==> config.mk <==
export PLATFORM = sky130hd
export DESIGN_NAME = delta_zigzag_varint_encoder_top
export DESIGN_NICKNAME = d
export VERILOG_FILES = /design/src/hw/rtl/dzv_pkg.sv /design/src/hw/rtl/dzv_delta.sv /design/src/hw/rtl/dzv_emit.sv /design/src/hw/rtl/delta_zigzag_varint_encoder_top.sv
export VERILOG_INCLUDE_DIRS = /design/src /design/src/hw/rtl
export SDC_FILE = /design/constraint.sdc
export NUM_CORES = 1
export LEC_CHECK = 0
export BUFFER_PORTS_ARGS = -buffer_cell sky130_fd_sc_hd__buf_2
export CAP_MARGIN = 20
export CORE_MARGIN = 2
export CORE_UTILIZATION = 28
export DETAILED_ROUTE_END_ITERATION = 10
export PLACE_DENSITY = 0.46
export SYNTH_ARGS = -nofsm -noshare
export SYNTH_HDL_FRONTEND = slang
export SYNTH_SLANG_ARGS = --single-unit
==> constraint.sdc <==
create_clock -name clk -period 6.52 [get_ports clk]
set_input_delay 1.304 -clock clk [delete_from_list [all_inputs] [get_ports clk]]
set_output_delay 1.304 -clock clk [all_outputs]
set_load 0.01 [all_outputs]
==> src/hw/rtl/delta_zigzag_varint_encoder_top_assert.svh <==
// Assertion macros shared by the encoder modules.
`ifndef DELTA_ZIGZAG_VARINT_ENCODER_TOP_ASSERT_SVH
`define DELTA_ZIGZAG_VARINT_ENCODER_TOP_ASSERT_SVH

// The consequent must hold in the same cycle as the antecedent.
`define DZV_ASSERT_SAME(lbl, clk, rst_n, ante, cons, msg) \
    lbl: assert property (@(posedge clk) disable iff (!rst_n) (ante) |-> (cons)) \
        else $error(msg);

// The consequent must hold in the cycle after the antecedent.
`define DZV_ASSERT_NEXT(lbl, clk, rst_n, ante, cons, msg) \
    lbl: assert property (@(posedge clk) disable iff (!rst_n) (ante) |=> (cons)) \
        else $error(msg);

`endif

==> src/hw/rtl/dzv_pkg.sv <==
package dzv_pkg;

    localparam int WordW     = 64;
    localparam int DigitW    = 8;
    localparam int NumDigits = WordW / DigitW;
    localparam int CntW      = $clog2(NumDigits);
    localparam int GroupW    = 7;
    localparam int ByteW     = 8;

    typedef enum logic [1:0] {
        SUB_IDLE,
        SUB_RUN,
        SUB_HOLD
    } sub_state_t;

    typedef struct packed {
        logic [WordW-1:0] data;
        logic             last;
    } diff_beat_t;

endpackage

==> src/hw/rtl/dzv_delta.sv <==
`include "delta_zigzag_varint_encoder_top_assert.svh"

module dzv_delta
(
    input  logic                          clk,
    input  logic                          rst_n,
    input  logic                          in_valid,
    output logic                          in_ready,
    input  logic [dzv_pkg::WordW-1:0]     in_word,
    input  logic                          in_last,
    output logic                          diff_valid,
    input  logic                          diff_ready,
    output dzv_pkg::diff_beat_t           diff_beat
);

    dzv_pkg::sub_state_t               state_reg;
    dzv_pkg::sub_state_t               state_next;
    logic [dzv_pkg::CntW-1:0]          cnt_reg;
    logic                              carry_reg;
    logic [dzv_pkg::WordW-1:0]         prev_reg;
    logic [dzv_pkg::WordW-1:0]         a_reg;
    logic [dzv_pkg::WordW-1:0]         b_reg;
    logic [dzv_pkg::WordW-1:0]         d_reg;
    logic                              last_reg;
    logic [dzv_pkg::DigitW:0]          sum;
    logic                              in_fire;
    logic                              cnt_end;

    assign in_ready = (state_reg == dzv_pkg::SUB_IDLE);
    assign in_fire  = in_valid && in_ready;
    assign cnt_end  = (cnt_reg == dzv_pkg::CntW'(dzv_pkg::NumDigits - 1));

    // Subtraction as addition of the inverted digit with a running carry.
    assign sum = {1'b0, a_reg[dzv_pkg::DigitW-1:0]}
               + {1'b0, ~b_reg[dzv_pkg::DigitW-1:0]}
               + {{dzv_pkg::DigitW{1'b0}}, carry_reg};

    always_comb
    begin
        state_next = state_reg;
        case (state_reg)
            dzv_pkg::SUB_IDLE:
            begin
                if (in_fire)
                begin
                    state_next = dzv_pkg::SUB_RUN;
                end
            end
            dzv_pkg::SUB_RUN:
            begin
                if (cnt_end)
                begin
                    state_next = dzv_pkg::SUB_HOLD;
                end
            end
            dzv_pkg::SUB_HOLD:
            begin
                if (diff_ready)
                begin
                    state_next = dzv_pkg::SUB_IDLE;
                end
            end
            default:
            begin
                state_next = dzv_pkg::SUB_IDLE;
            end
        endcase
    end

    always_ff @(posedge clk or negedge rst_n)
    begin
        if (!rst_n)
        begin
            state_reg <= dzv_pkg::SUB_IDLE;
            cnt_reg   <= '0;
            carry_reg <= 1'b1;
            prev_reg  <= '0;
        end
        else
        begin
            state_reg <= state_next;
            if (in_fire)
            begin
                cnt_reg   <= '0;
                carry_reg <= 1'b1;
                prev_reg  <= in_last ? '0 : in_word;
            end
            else if (state_reg == dzv_pkg::SUB_RUN)
            begin
                cnt_reg   <= cnt_reg + dzv_pkg::CntW'(1);
                carry_reg <= sum[dzv_pkg::DigitW];
            end
        end
    end

    always_ff @(posedge clk)
    begin
        if (in_fire)
        begin
            a_reg    <= in_word;
            b_reg    <= prev_reg;
            last_reg <= in_last;
        end
        else if (state_reg == dzv_pkg::SUB_RUN)
        begin
            a_reg <= {{dzv_pkg::DigitW{1'b0}}, a_reg[dzv_pkg::WordW-1:dzv_pkg::DigitW]};
            b_reg <= {{dzv_pkg::DigitW{1'b0}}, b_reg[dzv_pkg::WordW-1:dzv_pkg::DigitW]};
            d_reg <= {sum[dzv_pkg::DigitW-1:0], d_reg[dzv_pkg::WordW-1:dzv_pkg::DigitW]};
        end
    end

    assign diff_valid     = (state_reg == dzv_pkg::SUB_HOLD);
    assign diff_beat.data = d_reg;
    assign diff_beat.last = last_reg;

    `DZV_ASSERT_NEXT(a_fire_starts_run, clk, rst_n, in_fire,
        state_reg == dzv_pkg::SUB_RUN, "accepted word did not start subtraction")
    `DZV_ASSERT_SAME(a_run_count_zero_on_entry, clk, rst_n,
        (state_reg == dzv_pkg::SUB_RUN) && ($past(state_reg) == dzv_pkg::SUB_IDLE),
        (cnt_reg == '0) && carry_reg, "subtraction did not start at the low digit")
    `DZV_ASSERT_NEXT(a_handoff_frees, clk, rst_n, diff_valid && diff_ready,
        state_reg == dzv_pkg::SUB_IDLE, "difference handed off but stage not freed")

endmodule

==> src/hw/rtl/dzv_emit.sv <==
`include "delta_zigzag_varint_encoder_top_assert.svh"

module dzv_emit
(
    input  logic                          clk,
    input  logic                          rst_n,
    input  logic                          diff_valid,
    output logic                          diff_ready,
    input  dzv_pkg::diff_beat_t           diff_beat,
    output logic                          out_valid,
    input  logic                          out_ready,
    output logic [dzv_pkg::ByteW-1:0]     out_byte,
    output logic                          out_word_done,
    output logic                          out_block_done
);

    logic                              busy_reg;
    logic [dzv_pkg::WordW-1:0]         z_reg;
    logic                              last_reg;
    logic                              ov_reg;
    logic [dzv_pkg::ByteW-1:0]         byte_reg;
    logic                              wd_reg;
    logic                              bd_reg;
    logic [dzv_pkg::WordW-1:0]         zig;
    logic                              more;
    logic                              load;
    logic                              step;

    assign zig = {diff_beat.data[dzv_pkg::WordW-2:0], 1'b0}
               ^ {dzv_pkg::WordW{diff_beat.data[dzv_pkg::WordW-1]}};

    assign more       = |z_reg[dzv_pkg::WordW-1:dzv_pkg::GroupW];
    assign diff_ready = !busy_reg;
    assign load       = diff_valid && !busy_reg;
    assign step       = busy_reg && (!ov_reg || out_ready);

    always_ff @(posedge clk or negedge rst_n)
    begin
        if (!rst_n)
        begin
            busy_reg <= 1'b0;
            ov_reg   <= 1'b0;
        end
        else
        begin
            if (load)
            begin
                busy_reg <= 1'b1;
            end
            else if (step && !more)
            begin
                busy_reg <= 1'b0;
            end
            if (step)
            begin
                ov_reg <= 1'b1;
            end
            else if (out_ready)
            begin
                ov_reg <= 1'b0;
            end
        end
    end

    always_ff @(posedge clk)
    begin
        if (load)
        begin
            z_reg    <= zig;
            last_reg <= diff_beat.last;
        end
        else if (step)
        begin
            z_reg <= {{dzv_pkg::GroupW{1'b0}}, z_reg[dzv_pkg::WordW-1:dzv_pkg::GroupW]};
        end
        if (step)
        begin
            byte_reg <= {more, z_reg[dzv_pkg::GroupW-1:0]};
            wd_reg   <= !more;
            bd_reg   <= !more && last_reg;
        end
    end

    assign out_valid      = ov_reg;
    assign out_byte       = byte_reg;
    assign out_word_done  = wd_reg;
    assign out_block_done = bd_reg;

    `DZV_ASSERT_SAME(a_done_matches_cont, clk, rst_n, ov_reg,
        wd_reg == !byte_reg[dzv_pkg::ByteW-1], "word end flag disagrees with byte")
    `DZV_ASSERT_SAME(a_block_implies_word, clk, rst_n, ov_reg && bd_reg,
        wd_reg, "block end on a byte that does not end its word")
    `DZV_ASSERT_NEXT(a_final_byte_frees, clk, rst_n, step && !more,
        !busy_reg && ov_reg && wd_reg, "final byte did not free the emitter")

endmodule

==> src/hw/rtl/delta_zigzag_varint_encoder_top.sv <==
// Channel   Dir  tdata                 tuser          tlast
// s_axis    in   [63:0] word           -              last_in_block
// m_axis    out  [7:0] code_byte       [0] word_done  block_done
//
// A word is accepted in SUB_IDLE, run through the 8-bit serial subtractor, then held for handoff.
// The emitter sends one 7-bit group per cycle while m_axis_tready is high.
// Both stages overlap: the subtractor takes the next word while the emitter sends the last code.
// Reset clears the previous word to zero and empties both stages.
// A low m_axis_tready holds the output byte and in turn stalls both stages.
module delta_zigzag_varint_encoder_top
(
    input  logic        clk,
    input  logic        rst_n,
    input  logic        s_axis_tvalid,
    output logic        s_axis_tready,
    input  logic [63:0] s_axis_tdata,   // [63:0] word
    input  logic        s_axis_tlast,
    output logic        m_axis_tvalid,
    input  logic        m_axis_tready,
    output logic [7:0]  m_axis_tdata,   // [7:0] code_byte
    output logic        m_axis_tuser,   // [0] word_done
    output logic        m_axis_tlast
);

    logic                  diff_valid;
    logic                  diff_ready;
    dzv_pkg::diff_beat_t   diff_beat;

    dzv_delta u_delta
    (
        .clk        (clk),
        .rst_n      (rst_n),
        .in_valid   (s_axis_tvalid),
        .in_ready   (s_axis_tready),
        .in_word    (s_axis_tdata),
        .in_last    (s_axis_tlast),
        .diff_valid (diff_valid),
        .diff_ready (diff_ready),
        .diff_beat  (diff_beat)
    );

    dzv_emit u_emit
    (
        .clk            (clk),
        .rst_n          (rst_n),
        .diff_valid     (diff_valid),
        .diff_ready     (diff_ready),
        .diff_beat      (diff_beat),
        .out_valid      (m_axis_tvalid),
        .out_ready      (m_axis_tready),
        .out_byte       (m_axis_tdata),
        .out_word_done  (m_axis_tuser),
        .out_block_done (m_axis_tlast)
    );

endmodule

==> summary.md, run 1 <==
| Metric | Value |
|---|---|
| Final Instance Count excl. Fillers | `2002` |
| Clk slew on worst S/H paths | `0.05 ns` |
| Layout cell share with drive strength beyond 1 | `11.9%` |
| Hpwl dp | `18.4 mm` |
| Synth Area in XOR/XNOR | `4.25%` |
| Ranking of synthesized cells by area | `edfxtp_1 (57%), nand2_1 (14%), dfrtp_1 (12%)` |
| CP endpoint kind | `flip-flop` |
| Mapped Area | `14200 sq um` |
| Post-CTS Setup Repair Bufs | `0` |
| Leakage power | `6.43 nW` |
| Multi-input logic area | `4020 sq um` |
| Routed Antenna Nets | `0` |
| Post-Syn Nets | `1310` |
| Boundary pin count | `81` |
| Worst setup SP type | `primary input` |
| Commonest cells after routing, fill and taps aside | `nand2_1 (524), edfxtp_1 (268), buf_2 (79)` |
| Setup-failing EPs final | `0` |
| Pwr Density | `277 nW/um^2` |
| Total power draw | `4.57 mW` |
| Hold slack | `0.418 ns` |
| Hold Vio Cnt, Final | `0` |
| Crit-path most repeated cell | `nand2_1` |
| Compound-cell area share of the yosys netlist | `2.81%` |
| Dpl cell area | `15300 sq um` |
| Critical Path Start | `s_axis_tvalid` |
| Ys async rst share | `21.2%` |
| Reg area | `9850 sq um` |
| Gpl congestion | `0.716` |
| IO Port Bufs | `80` |
| Yosys warning total | `0` |
| Via density | `4.28` |
| Area growth, synth to finish | `16.0%` |
| Avg Cell Area, Syn | `11.6 sq um` |
| Total Neg Setup Slack | `0 ns` |
| Crit-path slowest cell | `inv_4` |
| Hold crit path type | `reg -> reg` |
| Count of pins over their slew limit | `0` |
| Worst-case reg-to-reg path depth | `6` |
| R2R Setup Slk | `3.39 ns` |
| Worst hold stages | `0` |
| # resized after CTS | `0` |
| Synth Area in Simple Gates | `20.0%` |
| RR Startpoint | `u_delta.state_reg[0]$_DFFE_PN0P_` |
| Max Clock Skew | `0.0325 ns` |
| Die height | `229 um` |
| Min Tclk post-route | `3.32 ns` |
| Area share of the largest cell type after synthesis | `56.5%` |
| Max Clock Freq | `301 MHz` |
| Final core utilization | `32.9%` |
| CTS Hold Bufs | `0` |
| Routed vias | `8568` |
| GR Overflow Total | `0` |
| Final worst slack | `3.20 ns` |
| TritonCTS Sinks | `340` |
| Largest family of logic cells by synthesized area | `simple AND/OR/NAND/NOR gates` |
| Crit path cell chain | `buf_2 > nand2_8 > inv_4 > buf_4 > nand2_1 > nand2_1` |
| Max-cap violation count | `0` |
| Final WL | `30.4 mm` |
| Yosys top cell by area | `edfxtp_1` |
| DP Worst Slack | `2.66 ns` |
| Area share of fa/ha/maj cells after synthesis | `1.07%` |
| Avg WL per Cell | `15.2 um` |
| Initial DRC Count | `582` |
| Sequential fraction of the synthesis area | `69.2%` |
| Mux cell area share after synthesis | `0%` |
| # rows | `82` |
| NumNets Final | `1378` |
| Htree depth | `2` |
| Worst EP arrival | `3.73 ns` |
| Width of the die | `229 um` |
| Synth unique cells | `42` |
| Clk buf depth | `3` |
| FF-to-FF End | `u_delta.b_reg[29]$_DFFE_PP_` |
| Outcome | `finished clean` |
| FF+latch count, synth | `340` |
| Commonest non-fill, non-tap cell in the layout | `nand2_1` |
| Slew HR | `35.6%` |
| Tcrit/Tclk final | `50.9%` |
| Diode count | `0` |
| Crit-path max FO | `105` |
| Number of synthesized flops with an enable pin | `268` |
| Core footprint | `50200 sq um` |
| Number of global-route vias before repair | `8776` |
| Mapped Cells | `1230` |
| Post-route cell area | `16500 sq um` |
| Critical Path End | `u_delta.b_reg[29]$_DFFE_PP_` |
| Slowest stage delay, CP | `0.88 ns` |
| Critical path class | `in -> reg` |
| WP data required | `6.93 ns` |
| Pre-antenna DRT Iters | `4` |
| Full die area | `52700 sq um` |
| Maximum vdd drop | `0.155 mV` |
| RSZ-0062 raised after global routing | `no` |
| Root Buffer | `clkbuf_16` |
| Clock Latency Late Sink | `0.57 ns` |
| CTS buffer count | `40` |
| First-pass GRT wire length | `49.5 mm` |
| GR Util All Layers | `11.9%` |
| Initial antenna violation count | `0` |
| CTS tree | `built` |
| Worst slew pin tran | `0.966 ns` |
| Residual DRC count | `0` |
| Main flop type after synthesis | `edfxtp_1` |
| Initial Util | `28.4%` |
| Post-placement cell count | `1927` |
| Largest net degree at the start of global routing | `106` |
| Filler Cell Count | `5104` |
Yosys cell counts (2+ instances only):
master    number
nor4_1        12
a21oi_1        4
o21ai_1        2
and2_1         2
edfxtp_1     268
a22o_1         3
nand3_1        3
ha_1           9
xnor2_1       68
inv_1         16
o21ai_0       55
nand2_1      524
nor3_1         2
and3_1        16
dfrtp_1       71
nand3b_1      64
fa_1           2
buf_2         41
nand2b_1       4
clkbuf_1      21
nor2_1        16
nand4_1        3
buf_4          4
or2_2          2
layout make-up:
class                   count  share of cell area [%]
well taps                 672                    5.09
clock buffers              62                    6.74
flip-flops and latches    340                    59.6
clock inverters            12                   0.538
inverters                  17                   0.417
multi-input cells         806                    24.3
repair buffers             93                    3.23
cells by family after synthesis:
family / Yosys count
buffers and inverters: 84
XOR/XNOR: 69
adder cells (fa/ha/maj): 11
AND/OR/NAND/NOR: 654
AO/OA/AOI/OAI: 72
flip-flops: 340
worst max-delay path: cells and delay by family:
kind	cells	cell delay (ns)
simple gates	3	0.59
buf+inv	3	1.64
power breakdown:
part	leakage (nW)	switching (mW)	total [mW]	internal, mW
Sequential	3.08	0.0242	2.40	2.38
Clock	0.583	0.883	2.07	1.18
Combinational	2.76	0.0640	0.104	0.0396
how the worst min path moves through the flow:
stage / start / to / slack, ns
2_1_floorplan: u_delta.last_reg$_DFFE_PP_ / u_emit.last_reg$_DFFE_PP_ / 0.40
3_3_place_gp: u_emit.z_reg[0]$_DFFE_PP_ / u_emit.out_byte[0]$_DFFE_PP_ / 0.40
3_5_place_dp: u_emit.z_reg[3]$_DFFE_PP_ / u_emit.out_byte[3]$_DFFE_PP_ / 0.41
4_1_cts: u_emit.z_reg[3]$_DFFE_PP_ / u_emit.out_byte[3]$_DFFE_PP_ / 0.42
5_1_grt: u_emit.z_reg[3]$_DFFE_PP_ / u_emit.out_byte[3]$_DFFE_PP_ / 0.43
6_report: u_emit.z_reg[3]$_DFFE_PP_ / u_emit.out_byte[3]$_DFFE_PP_ / 0.42
layer usage:
| metal | GRT usage (%) | share of wire (%) | vias up |
|---|---|---|---|
| li1 | - | - | 4281 |
| met1 | 16.2 | 48 | 4099 |
| met2 | 18.9 | 46 | 137 |
| met3 | 2.13 | 3.6 | 51 |
| met4 | 4.38 | 2.6 | 0 |
| met5 | 0 | 0 | - |
Power figures use the tool's default switching activity.
==> run 2, diff against run 1 <==
==> constraint.sdc (replaced) <==
create_clock -name clk -period 3.3 [get_ports clk]
set_input_delay 0.66 -clock clk [delete_from_list [all_inputs] [get_ports clk]]
set_output_delay 0.66 -clock clk [all_outputs]
set_load 0.01 [all_outputs]
==> run 2 against run 1 <==
  * Largest cell class unchanged
  * Clock skew decreased by 0.0040 ns
  * Sequential power increased by 98%
  * Die area unchanged
  * Worst hold slack got worse by 0.29 ns
  * Routed wire length decreased by 2.0%
  * Worst setup slack got worse by 2.2 ns
==> summary.md, run 2 (synthesized netlist as in run 1, its figures left out) <==
| Metric | Value |
|---|---|
| FF-to-FF End | `u_emit.z_reg[12]$_DFFE_PP_` |
| Worst setup SP type | `flip-flop` |
| Slew HR | `54.6% (+19 points)` |
| Full die area | `52700 sq um (unchanged)` |
| Pwr Density | `553 nW/um^2 (+100%)` |
| RR Startpoint | `u_delta.state_reg[1]$_DFFE_PN0P_` |
| Hold crit path type | `in -> async` |
| RSZ-0062 raised after global routing | `no` |
| WP data required | `3.54 ns (-3.39 ns)` |
| NumNets Final | `1381 (+0.22%)` |
| Hold Vio Cnt, Final | `0 (unchanged)` |
| Met2 Use GR | `18.5% (-0.40 points)` |
| Area growth, synth to finish | `16.9%` |
| Final worst slack | `1.00 ns (-2.20 ns)` |
| Outcome | `finished clean` |
| Routed Antenna Nets | `0 (unchanged)` |
| Filler Cell Count | `5058 (-0.90%)` |
| Gpl congestion | `0.722 (+0.78%)` |
| Diode count | `0 (unchanged)` |
| Grt met1 use | `15.9% (-0.33 points)` |
| Post-CTS Setup Repair Bufs | `0 (unchanged)` |
| Final WL | `29.8 mm (-2.0%)` |
| Largest net degree at the start of global routing | `127 (+20%)` |
| Hpwl dp | `17.9 mm (-2.7%)` |
| Worst EP arrival | `2.54 ns (-1.19 ns)` |
| Total Neg Setup Slack | `0 ns (unchanged)` |
| Gate power share | `2.3% (about the same)` |
| Worst-case reg-to-reg path depth | `5 (-1)` |
| Tcrit/Tclk final | `69.6%` |
| Setup-failing EPs final | `0 (unchanged)` |
| Sw frac | `21.1% (-0.16 points)` |
| Die height | `229 um (unchanged)` |
| Busiest metal layer after global routing | `met2` |
| Core footprint | `50200 sq um (unchanged)` |
| Width of the die | `229 um (unchanged)` |
| Max-cap violation count | `0 (unchanged)` |
| # resized after CTS | `0 (unchanged)` |
| Initial DRC Count | `505 (-13%)` |
| Multi-input logic area | `4020 sq um (about the same)` |
| GR Util All Layers | `11.6% (-0.29 points)` |
| Count of pins over their slew limit | `0 (unchanged)` |
| CTS Hold Bufs | `0 (unchanged)` |
| Initial Util | `28.4% (unchanged)` |
| Avg WL per Cell | `14.9 um (-2.0%)` |
| Root Buffer | `clkbuf_16` |
| IO Port Bufs | `80 (unchanged)` |
| Via density | `4.29 (+0.13%)` |
| Residual DRC count | `0 (unchanged)` |
| CTS tree | `built` |
| R2R Setup Slk | `1.00 ns (-2.39 ns)` |
| Met3 global-route usage | `2.14% (+0.012 points)` |
| Leakage power | `6.48 nW (+0.76%)` |
| Routed vias | `8583 (+0.18%)` |
| GR Overflow Total | `0 (unchanged)` |
| Clk slew on worst S/H paths | `0.06 ns (about the same)` |
| First-pass GRT wire length | `48.3 mm (-2.5%)` |
| Clock Latency Late Sink | `0.56 ns (about the same)` |
| Reg area | `9850 sq um (unchanged)` |
| Layout cell share with drive strength beyond 1 | `12.2% (+0.29 points)` |
| Sequential power share | `51.5% (-1.0 points)` |
| Sw Pwr | `1.94 mW (+100%)` |
| Clk buf depth | `3 (unchanged)` |
| # rows | `82 (unchanged)` |
| Critical path class | `reg -> reg` |
| Min Tclk post-route | `2.30 ns` |
| CP endpoint kind | `flip-flop` |
| Pre-antenna DRT Iters | `5 (+1)` |
| Power Internal | `7.26 mW (+100%)` |
| Dpl cell area | `15400 sq um (+0.63%)` |
| Htree depth | `2 (unchanged)` |
| Hold slack | `0.124 ns (-0.294 ns)` |
| Final Instance Count excl. Fillers | `2003 (+0.050%)` |
| Initial antenna violation count | `0 (unchanged)` |
| Max Clock Skew | `0.0285 ns (-0.00400 ns)` |
| Boundary pin count | `81 (unchanged)` |
| Max Clock Freq | `435 MHz` |
| Commonest cells after routing, fill and taps aside | `nand2_1 (524), edfxtp_1 (268), buf_2 (79)` |
| Worst slew pin tran | `0.682 ns (-0.284 ns)` |
| Post-route cell area | `16600 sq um (+0.77%)` |
| Post-placement cell count | `1931 (+0.21%)` |
| Number of global-route vias before repair | `8743 (-0.38%)` |
| Commonest non-fill, non-tap cell in the layout | `nand2_1` |
| Maximum vdd drop | `0.312 mV (+100%)` |
| CTS buffer count | `40 (unchanged)` |
| Crit-path max FO | `46 (-56%)` |
| DP Worst Slack | `0.835 ns (-1.82 ns)` |
| Clk network pwr share | `46.2% (+1.0 points)` |
| TritonCTS Sinks | `340 (unchanged)` |
==> run 2: through the flow <==
step                      utilization (%)  power (mW)
after detailed placement             30.7        5.04
after global routing                 33.2        9.53
after CTS                            33.2        9.35
final                                33.2        9.20
after global placement               30.7        5.04
after floorplan                         -        4.90
==> run 2: worst max path at each step <==
stage | end | cells after the start | startpoint
detailed placement | u_emit.z_reg[50]$_DFFE_PP_ | 5 | m_axis_tready
CTS | u_emit.z_reg[12]$_DFFE_PP_ | 5 | u_delta.state_reg[1]$_DFFE_PN0P_
global placement | u_emit.z_reg[60]$_SDFFCE_PN0P_ | 5 | m_axis_tready
finish | u_emit.z_reg[12]$_DFFE_PP_ | 5 | u_delta.state_reg[1]$_DFFE_PN0P_
floorplan | u_delta.a_reg[0]$_DFFE_PP_ | 4 | s_axis_tvalid
global route | u_emit.z_reg[36]$_DFFE_PP_ | 5 | u_delta.state_reg[1]$_DFFE_PN0P_
==> run 2: worst max-delay path, cell delays in order, from the launching register on <==
cell,delay [ns]
dfrtp_1,0.43
nor2b_2,0.27
nand2b_4,0.27
inv_1,0.23
or2_2,0.50
buf_4,0.28
==> run 2: final cells by class <==
cell class | instances | share of cell area (%)
sequential | 340 | 59.2
tap | 672 | 5.05
clock inverter | 17 | 1.03
multi-input combinational | 806 | 24.2
clock buffer | 55 | 6.54
inverter | 17 | 0.421
timing repair buffer | 96 | 3.59
==> run 2: power by group through the flow <==
stage                     combinational, mW  clock (mW)  sequential (mW)
after global routing                  0.241        4.54             4.75
after detailed placement              0.216           0             4.83
after floorplan                      0.0804           0             4.81
after global placement                0.216           0             4.83
after CTS                             0.217        4.39             4.74
final                                 0.209        4.25             4.74
==> run 2: per-layer routing <==
metal	vias up	routed length [um]
met4	0	694
met2	142	13800
met5	-	0
li1	4284	-
met1	4106	14300
met3	51	1070
